File: src/hw/rtl/piecewise_constant_cdf_sampler_defines.svh
// Assertion helpers shared by the sampler RTL.
// Each expects signals named clk and rst_n in the enclosing module.
`ifndef PIECEWISE_CONSTANT_CDF_SAMPLER_DEFINES_SVH
`define PIECEWISE_CONSTANT_CDF_SAMPLER_DEFINES_SVH

// Same-cycle implication.
`define PCCS_ASSERT_IMP(lbl, ante, cons, msg) \
  lbl: assert property (@(posedge clk) disable iff (!rst_n) (ante) |-> (cons)) \
    else $error(msg);

// Next-cycle implication.
`define PCCS_ASSERT_NXT(lbl, ante, cons, msg) \
  lbl: assert property (@(posedge clk) disable iff (!rst_n) (ante) |=> (cons)) \
    else $error(msg);

`endif

File: src/hw/rtl/pccs_ram.sv
`timescale 1ns / 1ps

module pccs_ram #(
  parameter int WIDTH = 16,
  parameter int DEPTH = 256
) (
  input  logic                     clk,
  input  logic                     we,
  input  logic [$clog2(DEPTH)-1:0] waddr,
  input  logic [WIDTH-1:0]         wdata,
  input  logic [$clog2(DEPTH)-1:0] raddr,
  output logic [WIDTH-1:0]         rdata
);

  logic [WIDTH-1:0] mem [DEPTH];

  always_ff @(posedge clk) begin
    if (we) begin
      mem[waddr] <= wdata;
    end
    rdata <= mem[raddr];
  end

endmodule

File: config.mk
export PLATFORM = sky130hd
export DESIGN_NAME = pccs_ram
export DESIGN_NICKNAME = d
export VERILOG_FILES = /design/src/hw/rtl/piecewise_constant_cdf_sampler_defines.svh /design/src/hw/rtl/pccs_ram.sv
export SDC_FILE = /design/constraint.sdc
export NUM_CORES = 2
export LEC_CHECK = 0
export BUFFER_PORTS_ARGS = -buffer_cell sky130_fd_sc_hd__buf_2
export CORE_ASPECT_RATIO = 1.2
export CORE_UTILIZATION = 55
export DETAILED_ROUTE_END_ITERATION = 6
export GPL_ROUTABILITY_DRIVEN = 0
export HOLD_SLACK_MARGIN = 0.06
export PLACE_DENSITY = 0.79
export SLEW_MARGIN = 15
export SYNTH_ARGS = -nofsm -noshare
export SYNTH_HDL_FRONTEND = slang
export SYNTH_SLANG_ARGS = --single-unit
File: constraint.sdc
create_clock -name clk -period 3.5 [get_ports clk]
set_input_delay 0.35 -clock clk [delete_from_list [all_inputs] [get_ports clk]]
set_output_delay 0.35 -clock clk [all_outputs]
set_load 0.05 [all_outputs]
Word-level counts from Yosys, hierarchy flattened
Memories as Yosys holds them, arrays and structs flattened. A register that Yosys moved wholly into a read port is not among the register bits.
Cells that the tools add are included.

storage, ports and cells
  RAM bits = 4096
  output and inout bits = 16
  register bits after elaboration = 0
  logic and storage cells = 3
  input port bits = 34
  memories = 1

operators by class
  multiplexer cells = 2

memory list
  name  depth  bits a word  rd ports  clocked after memory_dff  write ports  line            RTL
  mem   256    16           1         1                         1            pccs_ram.sv:15  logic [WIDTH-1:0] mem [DEPTH];

operator list
  cell              count
  1-bit 2-to-1 mux  2

Longest topological paths before layout
  word-level depth = 2
  depth in mapped cells = 12
  depth with buffers taken out = 6

Worst setup path after synthesis
OpenSTA, ideal clock, no wires.

  kind = input to register
  start point = input port waddr[3]
  end point = memory mem[235][0], enable pin
  setup slack = 0.985 ns
  arrival time = 2.127 ns
  buffers on the path = 3
  setup time = 0.388 ns
  data required time = 3.112 ns
  cell stages on the path = 6
  path through = clkbuf_1 -> nor2b_1 -> clkbuf_1 -> nand4_1 -> clkbuf_1 -> nor2_1

RTL lines
  item             line            RTL
  start, declared  pccs_ram.sv:9   input logic [$clog2(DEPTH)-1:0] waddr,
  end, declared    pccs_ram.sv:15

No word-level cell before the write port.

==> flow_metrics.py <==
metrics = {
    "status": {
        "status": "finished with violations",
        "violations": "design-rule violations",
    },
    "floorplanning": {
        "die_w_microns": 492.4,
        "dieArea_sq_mm": 0.2907,
        "initial_utilization": 0.5540,
        "ios": 50,
        "die_h_microns": 590.5,
        "coreArea_sq_mm": 0.2865,
        "rows": 215,
    },
    "global_route": {
        "grt-busiest-layer": "met2",
        "grt_pass1_wl_microns": 608500,
        "grt_pass1_vias": 84149,
        "grt_max_degree": 159,
        "use_met2": 0.4698,
        "grtUsageMet1": 0.3654,
        "met3_usage": 0.06594,
        "antenna_found_initial": 22,
        "grt-ovfl-total": 0,
        "grtUsageTotal": 0.2950,
    },
    "drt": {
        "via_per_inst": 6.868,
        "routedWlPerCell_microns": 35.48,
        "wirelength_microns": 429900,
        "drc": 1,
        "drt_iter0_drc": 12808,
        "dr.pass1.iters": 7,
        "num_vias": 83219,
        "ant_nets": 0,
    },
    "synth": {
        "synth_edf_count": 4096,
        "postSynthCellCount": 7360,
        "synth.avg_cell_area_sq_um": 21.56,
        "synth_common_cells": "edfxtp_1 (4096), mux4_2 (797), mux2i_1 (565)",
        "synth_top_area_frac": 0.7750,
        "yosys_register_bits": 4112,
        "synthArstFlopShare": 0,
        "syn-cell-area_sq_mm": 0.1587,
        "synthFlopType": "edfxtp_1",
        "ys_seq_area_frac": 0.7770,
        "synth.most_common_cell": "edfxtp_1",
        "synth_fp_nets": 7394,
        "yosysWarnings": 0,
        "ys_top_cells_by_area": "edfxtp_1 (77%), mux4_2 (11%), mux2i_1 (3.6%)",
        "yosys.area.top_type": "edfxtp_1",
        "ys_types": 52,
    },
    "min_path": {
        "hold_class": "in2reg",
        "min_path_cells": 1,
    },
    "pwr": {
        "p_comb_frac": 0.054,
        "internal-power_mw": 79.02,
        "power_density_mw_per_mm2": 560.1,
        "power_switching_mw": 21.50,
        "leakage_nw": 57.48,
        "sequentialPowerShare": 0.541,
        "p_sw_frac": 0.2139,
        "p_clk_frac": 0.405,
        "p_total_mw": 100.5,
        "ir_worst_vdd_v": 0.0004501,
    },
    "clock_network": {
        "h-tree-depth": 5,
        "post-cts-setup-buffers": 0,
        "clk_latency_ns": 0.93,
        "clkSinkCount": 4112,
        "cts_inserted_buffers": 376,
        "clk_path_buf_depth": 4,
        "cts-root-buf": "clkbuf_16",
        "clkSlewWorstSetupHoldPaths_ns": 0.07,
        "cts_tree": "yes",
    },
    "setup_path": {
        "worstSetupPathType": "reg2reg",
        "reg2reg_depth": 6,
        "cp.arrival_ns": 4.03,
        "path_max_fanout": 1,
        "cp.required_ns": 4.28,
        "worstSetupStartpointType": "flop",
        "end_kind": "flop",
    },
    "placed_design": {
        "pre_cts_slack_ns": -0.3671,
        "numPortBuffers": 49,
        "dp_hpwl_microns": 247900,
        "dp.cells": 11406,
    },
    "sta": {
        "worst_pin_slew_ns": 1.264,
        "setup_viol": 0,
        "rsz0062_at_grt": "false",
        "period_share": 0.9294,
        "max_freq_ghz": 0.3074,
        "finClkSkew_ns": 0.07976,
        "drv_slew": 0,
        "maxSlewHeadroom": 0.1570,
        "post-route-min-period_ns": 3.253,
        "fin_ws_ns": 0.2470,
        "hold_viol_final": 0,
    },
    "layout": {
        "fin_cells": 12117,
        "syn2layout_area_growth_pct": 13.07,
        "final_nets": 8036,
        "nFillCells": 17835,
        "drive_gt1_frac": 0.2589,
        "post-route-util": 0.6264,
    },
    "flow_run": {
        "maxCapViolCount": 0,
    },
}
## stage by stage
stage | hold slack (ns) | TNS [ns] | instance area (sq um)
after CTS | 0.06642 | 0 | 179400
final | 0.04950 | 0 | 179500
after detailed placement | 0.8237 | -0.7278 | 167200
after global placement | 0.8103 | -0.7324 | 167200
after global routing | 0.06611 | 0 | 179400
after floorplan | 0.4489 | 0 | 158700
## power by group through the flow
stage	Clock (mW)	Combinational (mW)	Sequential, mW
floorplan	0	2.68	55.5
global placement	0	5.06	55.4
detailed placement	0	5.21	55.4
CTS	40.8	5.31	54.4
global route	42.6	5.54	54.4
finish	40.7	5.41	54.4
## placed cells by master, fill, tap and decap left out, types with 16 or more instances in the layout
master and n:
a22o_1 32, nand4_1 26, clkinv_2 73, buf_2 28
a211oi_1 18, nand2_1 38, clkinv_1 93, o22ai_1 148
a21oi_1 175, nor4_1 17, a221oi_1 28, mux2i_1 565
bufinv_16 34, o21ai_0 37, nor2_1 292, o221ai_1 252
o32ai_1 20, o31ai_1 16, nor3_1 90, clkbuf_1 52
buf_12 82, buf_4 572, mux2_2 88, mux4_2 797
dfxtp_1 16, edfxtp_1 4096, clkbuf_16 388, a22oi_1 43
diode_2 18, nand3_1 34, buf_8 17
## worst max-delay path, stage by stage (launching register included)
cell	delay (ns)
edfxtp_1	0.41
mux4_2	0.48
mux4_2	0.52
a22o_1	0.37
o32ai_1	1.05
buf_4	0.26
nor4_1	0.06
## metal layers
metal / part of all wire / up-vias
li1: - / 32531
met1: 0.32 / 42627
met2: 0.48 / 6716
met3: 0.12 / 1339
met4: 0.077 / 6
met5: 0.000091 / -
## cells by family (layout without fill, tap and decap cells)
family / Yosys count / in the layout / share of synthesized area
other cells: 0 / 18 / 0
simple gates: 556 / 556 / 0.01574
buf+inv: 456 / 1398 / 0.01693
mux: 1450 / 1450 / 0.1550
flops: 4112 / 4112 / 0.7770
compound gates: 786 / 786 / 0.03537
## flip-flops by register name, summed over array words and instances, names as in the netlist
| signal | count |
|---|---|
| mem | 4096 |
| rdata | 16 |
## final timing paths
| kind | from | to | slack, ns |
|---|---|---|---|
| setup / recovery | mem[18][14] | rdata[14] | 0.25 |
| hold / removal | wdata[13] | mem[108][13] | 0.05 |
| setup reg to reg | mem[18][14] | rdata[14] | 0.25 |
| hold reg to reg | mem[227][5] | rdata[5] | 1.07 |
## cell type report
class	instances	area [sq um]	share of cell area
tap	3797	4751	0.02647
sequential	4112	123300	0.6871
antenna	18	45.04	0.0002510
multi-input combinational	2792	32790	0.1827
clock buffer	447	10000	0.05573
clock inverter	231	2022	0.01127
timing repair buffer	716	6506	0.03625
inverter	4	27.53	0.0001534
## timing repair
item                                   4_1_cts  5_1_grt
hold buffers                                15        0
endpoints found under the hold margin      622        0
resized for setup                            0        0
No activity file was read; power rests on OpenSTA's default activity.
