===== config.mk =====
export PLATFORM = sky130hd
export DESIGN_NAME = pccs_div
export DESIGN_NICKNAME = d
export VERILOG_FILES = /design/src/hw/rtl/pccs_pkg.sv /design/src/hw/rtl/pccs_div.sv
export VERILOG_INCLUDE_DIRS = /design/src /design/src/hw/rtl
export SDC_FILE = /design/constraint.sdc
export NUM_CORES = 1
export LEC_CHECK = 0
export BUFFER_PORTS_ARGS = -buffer_cell sky130_fd_sc_hd__clkbuf_2
export CAP_MARGIN = 20
export CORE_MARGIN = 1
export CORE_UTILIZATION = 40
export DETAILED_ROUTE_END_ITERATION = 12
export GPL_ROUTABILITY_DRIVEN = 1
export PLACE_DENSITY_LB_ADDON = 0.05
export SYNTH_ARGS = -nofsm -noshare
export SYNTH_HDL_FRONTEND = slang
export SYNTH_SLANG_ARGS = --single-unit

===== constraint.sdc =====
create_clock -name clk -period 6.1 [get_ports clk]
set_input_delay 0.305 -clock clk [delete_from_list [all_inputs] [get_ports clk]]
set_output_delay 0.305 -clock clk [all_outputs]
set_load 0.02 [all_outputs]

===== src/hw/rtl/piecewise_constant_cdf_sampler_defines.svh =====
// Assertion helpers shared by the sampler RTL.
// Each expects signals named clk and rst_n in the enclosing module.
`ifndef PIECEWISE_CONSTANT_CDF_SAMPLER_DEFINES_SVH
`define PIECEWISE_CONSTANT_CDF_SAMPLER_DEFINES_SVH

// Same-cycle implication.
`define PCCS_ASSERT_IMP(lbl, ante, cons, msg) \
  lbl: assert property (@(posedge clk) disable iff (!rst_n) (ante) |-> (cons)) \
    else $error(msg);

// Next-cycle implication.
`define PCCS_ASSERT_NXT(lbl, ante, cons, msg) \
  lbl: assert property (@(posedge clk) disable iff (!rst_n) (ante) |=> (cons)) \
    else $error(msg);

`endif


===== src/hw/rtl/pccs_pkg.sv =====
`timescale 1ns / 1ps

package pccs_pkg;

  localparam int MAX_BINS    = 256;
  localparam int WEIGHT_BITS = 16;

  // Fixed field widths of the channels.
  localparam int FRAC_W   = 16;  // u and x, Q0.16
  localparam int IN_W_W   = 16;  // weight field on the input beat
  localparam int PDF_W    = 25;
  localparam int BIN_W    = 8;

  localparam int IDX_W    = $clog2(MAX_BINS);
  localparam int CNT_W    = IDX_W + 1;
  localparam int SUM_W    = WEIGHT_BITS + IDX_W;       // prefix sums and total
  localparam int MB_W     = (WEIGHT_BITS > FRAC_W) ? WEIGHT_BITS : FRAC_W;
  localparam int MP_W     = SUM_W + MB_W;              // multiplier product
  localparam int TGT_W    = SUM_W + FRAC_W;            // u * total
  localparam int DEN_W    = WEIGHT_BITS + CNT_W;       // divisor width
  localparam int NUM_W    = TGT_W + 1;                 // dividend width
  localparam int XQ_W     = FRAC_W + 1;                // quotient bits for x
  localparam int PQ_W     = CNT_W + FRAC_W;            // quotient bits for pdf
  localparam int STEP_W   = $clog2(PQ_W + 1);

  localparam logic CMD_LOAD  = 1'b0;
  localparam logic CMD_QUERY = 1'b1;

  typedef enum logic [3:0] {
    ST_IDLE,
    ST_TGT,
    ST_SRCH,
    ST_CMP,
    ST_FETCH,
    ST_NUM,
    ST_DEN,
    ST_XST,
    ST_XDIV,
    ST_PST,
    ST_PDIV,
    ST_OUT
  } state_t;

  typedef struct packed {
    logic              start;
    logic [STEP_W-1:0] steps;
  } div_req_t;

  typedef struct packed {
    logic busy;
    logic done;
  } div_rsp_t;

endpackage


===== src/hw/rtl/pccs_div.sv =====
`timescale 1ns / 1ps
`include "piecewise_constant_cdf_sampler_defines.svh"

// Restoring divider, one quotient bit per cycle. The caller supplies the
// dividend already split: the high part as the starting remainder (it must be
// below the divisor) and the low part left-aligned.
module pccs_div import pccs_pkg::*; (
  input  logic             clk,
  input  logic             rst_n,
  input  div_req_t         req,
  input  logic [DEN_W-1:0] rem0,
  input  logic [PQ_W-1:0]  low,
  input  logic [DEN_W-1:0] den,
  output logic [PQ_W-1:0]  q,
  output div_rsp_t         rsp
);

  logic [DEN_W-1:0]  rem_r, rem_nxt;
  logic [PQ_W-1:0]   low_r;
  logic [PQ_W-1:0]   q_r;
  logic [DEN_W-1:0]  den_r;
  logic [STEP_W-1:0] cnt_r;
  logic              done_r;
  logic [DEN_W:0]    shifted;
  logic [DEN_W+1:0]  diff;
  logic              qbit;

  always_comb begin
    shifted = {rem_r, low_r[PQ_W-1]};
    diff    = {1'b0, shifted} - {2'b00, den_r};
    qbit    = ~diff[DEN_W+1];
    rem_nxt = qbit ? diff[DEN_W-1:0] : shifted[DEN_W-1:0];
  end

  always_ff @(posedge clk) begin
    if (req.start) begin
      rem_r <= rem0;
      low_r <= low;
      den_r <= den;
      q_r   <= '0;
    end else if (cnt_r != '0) begin
      rem_r <= rem_nxt;
      low_r <= {low_r[PQ_W-2:0], 1'b0};
      q_r   <= {q_r[PQ_W-2:0], qbit};
    end
  end

  always_ff @(posedge clk) begin
    if (!rst_n) begin
      cnt_r  <= '0;
      done_r <= 1'b0;
    end else begin
      done_r <= (cnt_r == STEP_W'(1));
      if (req.start) begin
        cnt_r <= req.steps;
      end else if (cnt_r != '0) begin
        cnt_r <= cnt_r - 1'b1;
      end
    end
  end

  assign q        = q_r;
  assign rsp.busy = (cnt_r != '0);
  assign rsp.done = done_r;

  `PCCS_ASSERT_IMP(a_start_when_free, req.start, !rsp.busy && !rsp.done, "divider restarted while busy")
  `PCCS_ASSERT_IMP(a_done_after_run, rsp.done, !rsp.busy, "divider done while still running")
  `PCCS_ASSERT_NXT(a_start_runs, req.start && req.steps != '0, rsp.busy, "divider start did not begin a run")

endmodule


Word-level counts from Yosys, hierarchy flattened --
Index checks and enable logic that the tools add are counted.
Word-level totals: flip-flop bits (word level) 106, latch bits 0, memory bits (writable) 0, memory bits (read-only) 0, bits of input ports 83, output and inout port bits 27, logic and storage cells 19, memories kept 0
Operators by class: add/subtract/negate cells 2, $mul 0, div/mod/pow operators 0, order comparisons 0, equality and inequality tests 1, shift operators 0, muxes and demuxes 7, bitwise gates (word level) 1, reduce and logical (&&, ||, !) cells 2
Operators with widths (number):
- 2-to-1 mux 25 bit | 5
- subtractor 26 x 25 -> 27 bit | 1
- 2-to-1 mux 5 bit | 2
- equality test 5 x 1 -> 1 bit, second input constant | 1
- nonzero test 5 bit | 1
- subtractor 5 x 1 -> 5 bit, second input constant | 1
- nonzero test 2 bit | 1
- inverter 1 bit | 1

Longest topological paths before layout --
depth in word-level cells 4, depth in mapped cells 12, depth with buffers taken out 11

Worst setup path before layout --
OpenSTA, ideal clock, no wires.
path kind register to register, start point register low_r[24], end point register rem_r[23], data pin, data arrival time 2615 ps, data required time 5833 ps, path slack 3218 ps, stages on the path, launching flop included 13, cell sequence edfxtp_1 > inv_1 > ha_1 > inv_1 > fa_1 > a211oi_1 > nor3_1 > nor4_2 > nor3_2 > o311a_4 > buf_6 > o41ai_1 > a21oi_1
Between the ends: word-level cells in the longest chain between the ends 4
RTL lines:
- start, declared | line pccs_div.sv:19 | logic [PQ_W-1:0] low_r;
- start signal, assigned | line pccs_div.sv:38 | low_r <= low;
- start signal, assigned | line pccs_div.sv:43 | low_r <= {low_r[PQ_W-2:0], 1'b0};
- subtractor 26 x 25 -> 27 bit | line pccs_div.sv:30 | diff = {1'b0, shifted} - {2'b00, den_r};
- 2-to-1 mux 25 bit | line pccs_div.sv:32 | rem_nxt = qbit ? diff[DEN_W-1:0] : shifted[DEN_W-1:0];
- 2-to-1 mux 25 bit | line pccs_div.sv:41 | end else if (cnt_r != '0) begin
- 2-to-1 mux 25 bit | line pccs_div.sv:36 | if (req.start) begin
- end signal, assigned | line pccs_div.sv:37 | rem_r <= rem0;
- end signal, assigned | line pccs_div.sv:42 | rem_r <= rem_nxt;
- end, declared | line pccs_div.sv:18 | logic [DEN_W-1:0] rem_r, rem_nxt;
Every way passes these cells. The select of a mux whose other input is x is not followed. A chain may end at the register's enable or synchronous reset.

Final worst setup path --
start point register low_r[24], end point register rem_r[0], data pin
Between the ends: word-level cells in the longest chain between the ends 4
RTL lines (line):
- subtractor 26 x 25 -> 27 bit | pccs_div.sv:30
- 2-to-1 mux 25 bit * | pccs_div.sv:32
- 2-to-1 mux 25 bit * | pccs_div.sv:41
- 2-to-1 mux 25 bit * | pccs_div.sv:36
Every way passes the cells marked *; elsewhere a longest branch is shown, timed or not. The select of a mux whose other input is x is not followed.

==> reports/qor.yml <==
status: "finished, final reports clean"
track_usage_pct: 19.26
synth_most_common_cell: "nand2_1"
hold_violations: 0
fin_skew_ps: 6.643
io_pins: 110
yosysWarnings: 0
cts_resized: 0
fin_crit_sh_pct: 54.58
first_pass_iters: 4
grt_max_degree: 64
ys_types: 57
hold_ws_ps: 124.5
ys_async_sr_fraction_pct: 0
drcViolationCount: 0
drv_slew: 0
postCtsSetupRepairBufs: 0
setup_tns_ps: 0
num_rows: 43
worst_pin_slew_ps: 1017
seq_area_frac_synth_pct: 49.24
crit_required_ps: 6270
gp_congestion: 0.8409
grt_pass1_vias: 4599
cts_tree: "yes"
path_cells: "inv_1, ha_1, inv_1, fa_1, a211oi_1, nor3_1, nor4_2, nor3_2, o311ai_4, buf_6, a21boi_0, o31ai_1"
via_per_inst: 5.368
fmax_ghz: 0.3003
core_area_sq_um: 14040
numCtsBuffers: 9
port-buffer-count: 109
syn_nets: 686
cts_hold_buf: 0
arrival_ps: 3500
fp.dieH_um: 122.8
synth_area_sq_um: 5834
cts.sinks: 106
antenna_found_initial: 0
initial_utilization_pct: 41.55
dominantRegCellSynth: "edfxtp_1"
period_needed_ps: 3330
startpoint_type: "register"
crit_slowest_cell: "o311ai_4"
max_cap_violations: 0
fin_nets: 777
grt_pass1_wl_mm: 22.47
cp_common_cell: "inv_1"
irDropWorstVdd_uv: 228.0
htree_levels: 3
wl_per_cell_um: 16.05
power_density_nw_per_um2: 423.5
synth_edf_count: 75
cp_max_fo: 13
clock_path_buffers: 2
clkSlewWorstSetupHoldPaths_ps: 70
synth_common_cells: "nand2_1 (78), edfxtp_1 (75), a21oi_1 (52)"
synth.avg_cell_area_sq_um: 10.16
postSynthCellCount: 574
die_w_um: 122.8
cp-end-kind: "register"
utilization_pct: 48.39
ys_seq_elements: 106
drt_iter0_drc: 245
synth_top_area_share_pct: 38.60
drive_gt1_share_pct: 24.63
insertion_delay_ps: 350
finalSetupViolations: 0
dieArea_sq_um: 15070
rsz0062_at_grt: "false"
wl_mm: 13.64
n_antenna_cell: 0
p_total_mw: 2.878
grt_overflow: 0
hp-class: "in2reg"
hpwl_mm: 9.378
yosysTopAreaCell: "edfxtp_1"
crit_type: "reg2reg"
synthTopCellsByArea: "edfxtp_1 (39%), dfxtp_1 (11%), ha_1 (6.0%)"
slew-limit-headroom_pct: 32.22
p_leak_nw: 2.781
ant_nets: 0
max_stage_delay_ps: 620
cts-root-buf: "clkbuf_16"
vias: 4563
area_delta_synth_final_pct: 16.47
sequential cells by signal, summed over array words and instances (netlist names):
signal	cells
rem_r	25
den_r	25
low_r	25
cnt_r	5
q	25
done_r	1
power breakdown:
| part | switching, mW | internal [mW] |
|---|---|---|
| Combinational | 0.759 | 0.518 |
| Sequential | 0.0755 | 0.949 |
| Clock | 0.281 | 0.296 |
routing by layer:
metal | wire [um] | global-route usage, %
met5 | 0 | 0
met4 | 106 | 4.649
met3 | 687 | 5.530
met2 | 6577 | 32.79
met1 | 6270 | 23.88
layout by cell type, fill, tap and decap left out, types with 4 or more instances in the layout:
master and instances:
a21o_1 10, edfxtp_1 75, o211ai_1 10, ha_1 28, dfxtp_1 31, o311ai_1 4
xnor2_1 14, nor2_1 21, nand2_1 77, nand4_1 13, o311ai_0 7, buf_4 4
xor2_1 5, inv_1 38, clkbuf_2 108, a211oi_1 5, a31oi_1 11, o31ai_1 7
mux2_2 24, nand3_1 11, nand2b_1 5, a21oi_1 52, and2_1 9, o21ai_0 18
nor3_1 12, clkbuf_16 9, o21a_1 4
per-stage QoR:
| stage | instance area [sq um] | worst slack, ps | cells |
|---|---|---|---|
| floorplan | 5834 | 3218 | 574 |
| global placement | 6480 | 2602 | 832 |
| detailed placement | 6480 | 2528 | 832 |
| CTS | 6769 | 2489 | 848 |
| global route | 6795 | 2401 | 850 |
| finish | 6795 | 2770 | 850 |
cell type report:
cell class / count / area (sq um)
well taps: 180 / 225.2
repair buffers: 114 / 596.8
inverters: 38 / 142.6
clock buffers: 11 / 242.7
flip-flops and latches: 106 / 2873
fillers: 1373 / 7247
multi-input cells: 396 / 2669
clock inverters: 5 / 46.29
path summary, 6_finish.rpt:
kind / startpoint / end / slack, ps / cells past startpoint
min reg2reg: q[24] / q[24] / 460 / 2
max reg2reg: low_r[24] / rem_r[0] / 2770 / 12
min: den[0] / den_r[0] / 120 / 1
max: low_r[24] / rem_r[0] / 2770 / 12
cell families (layout without fill, tap and decap cells):
family	count (synthesis)	count (layout)	share of synthesized area, %
simple gates	171	171	14.09
buf+inv	72	168	5.104
flops	106	106	49.24
fa+ha+maj	29	29	6.348
compound gates	152	152	17.56
mux	25	25	4.804
xor+xnor	19	19	2.852
worst max-delay path, delay by kind of cell, from the launching register on:
kind,cells,cell delay (ps)
buffers and inverters,3,380
flip-flops,1,380
adder cells (fa/ha/maj),2,570
AND/OR/NAND/NOR,3,550
AO/OA/AOI/OAI,4,1280
Note: power is estimated with default switching activity, not from simulation.
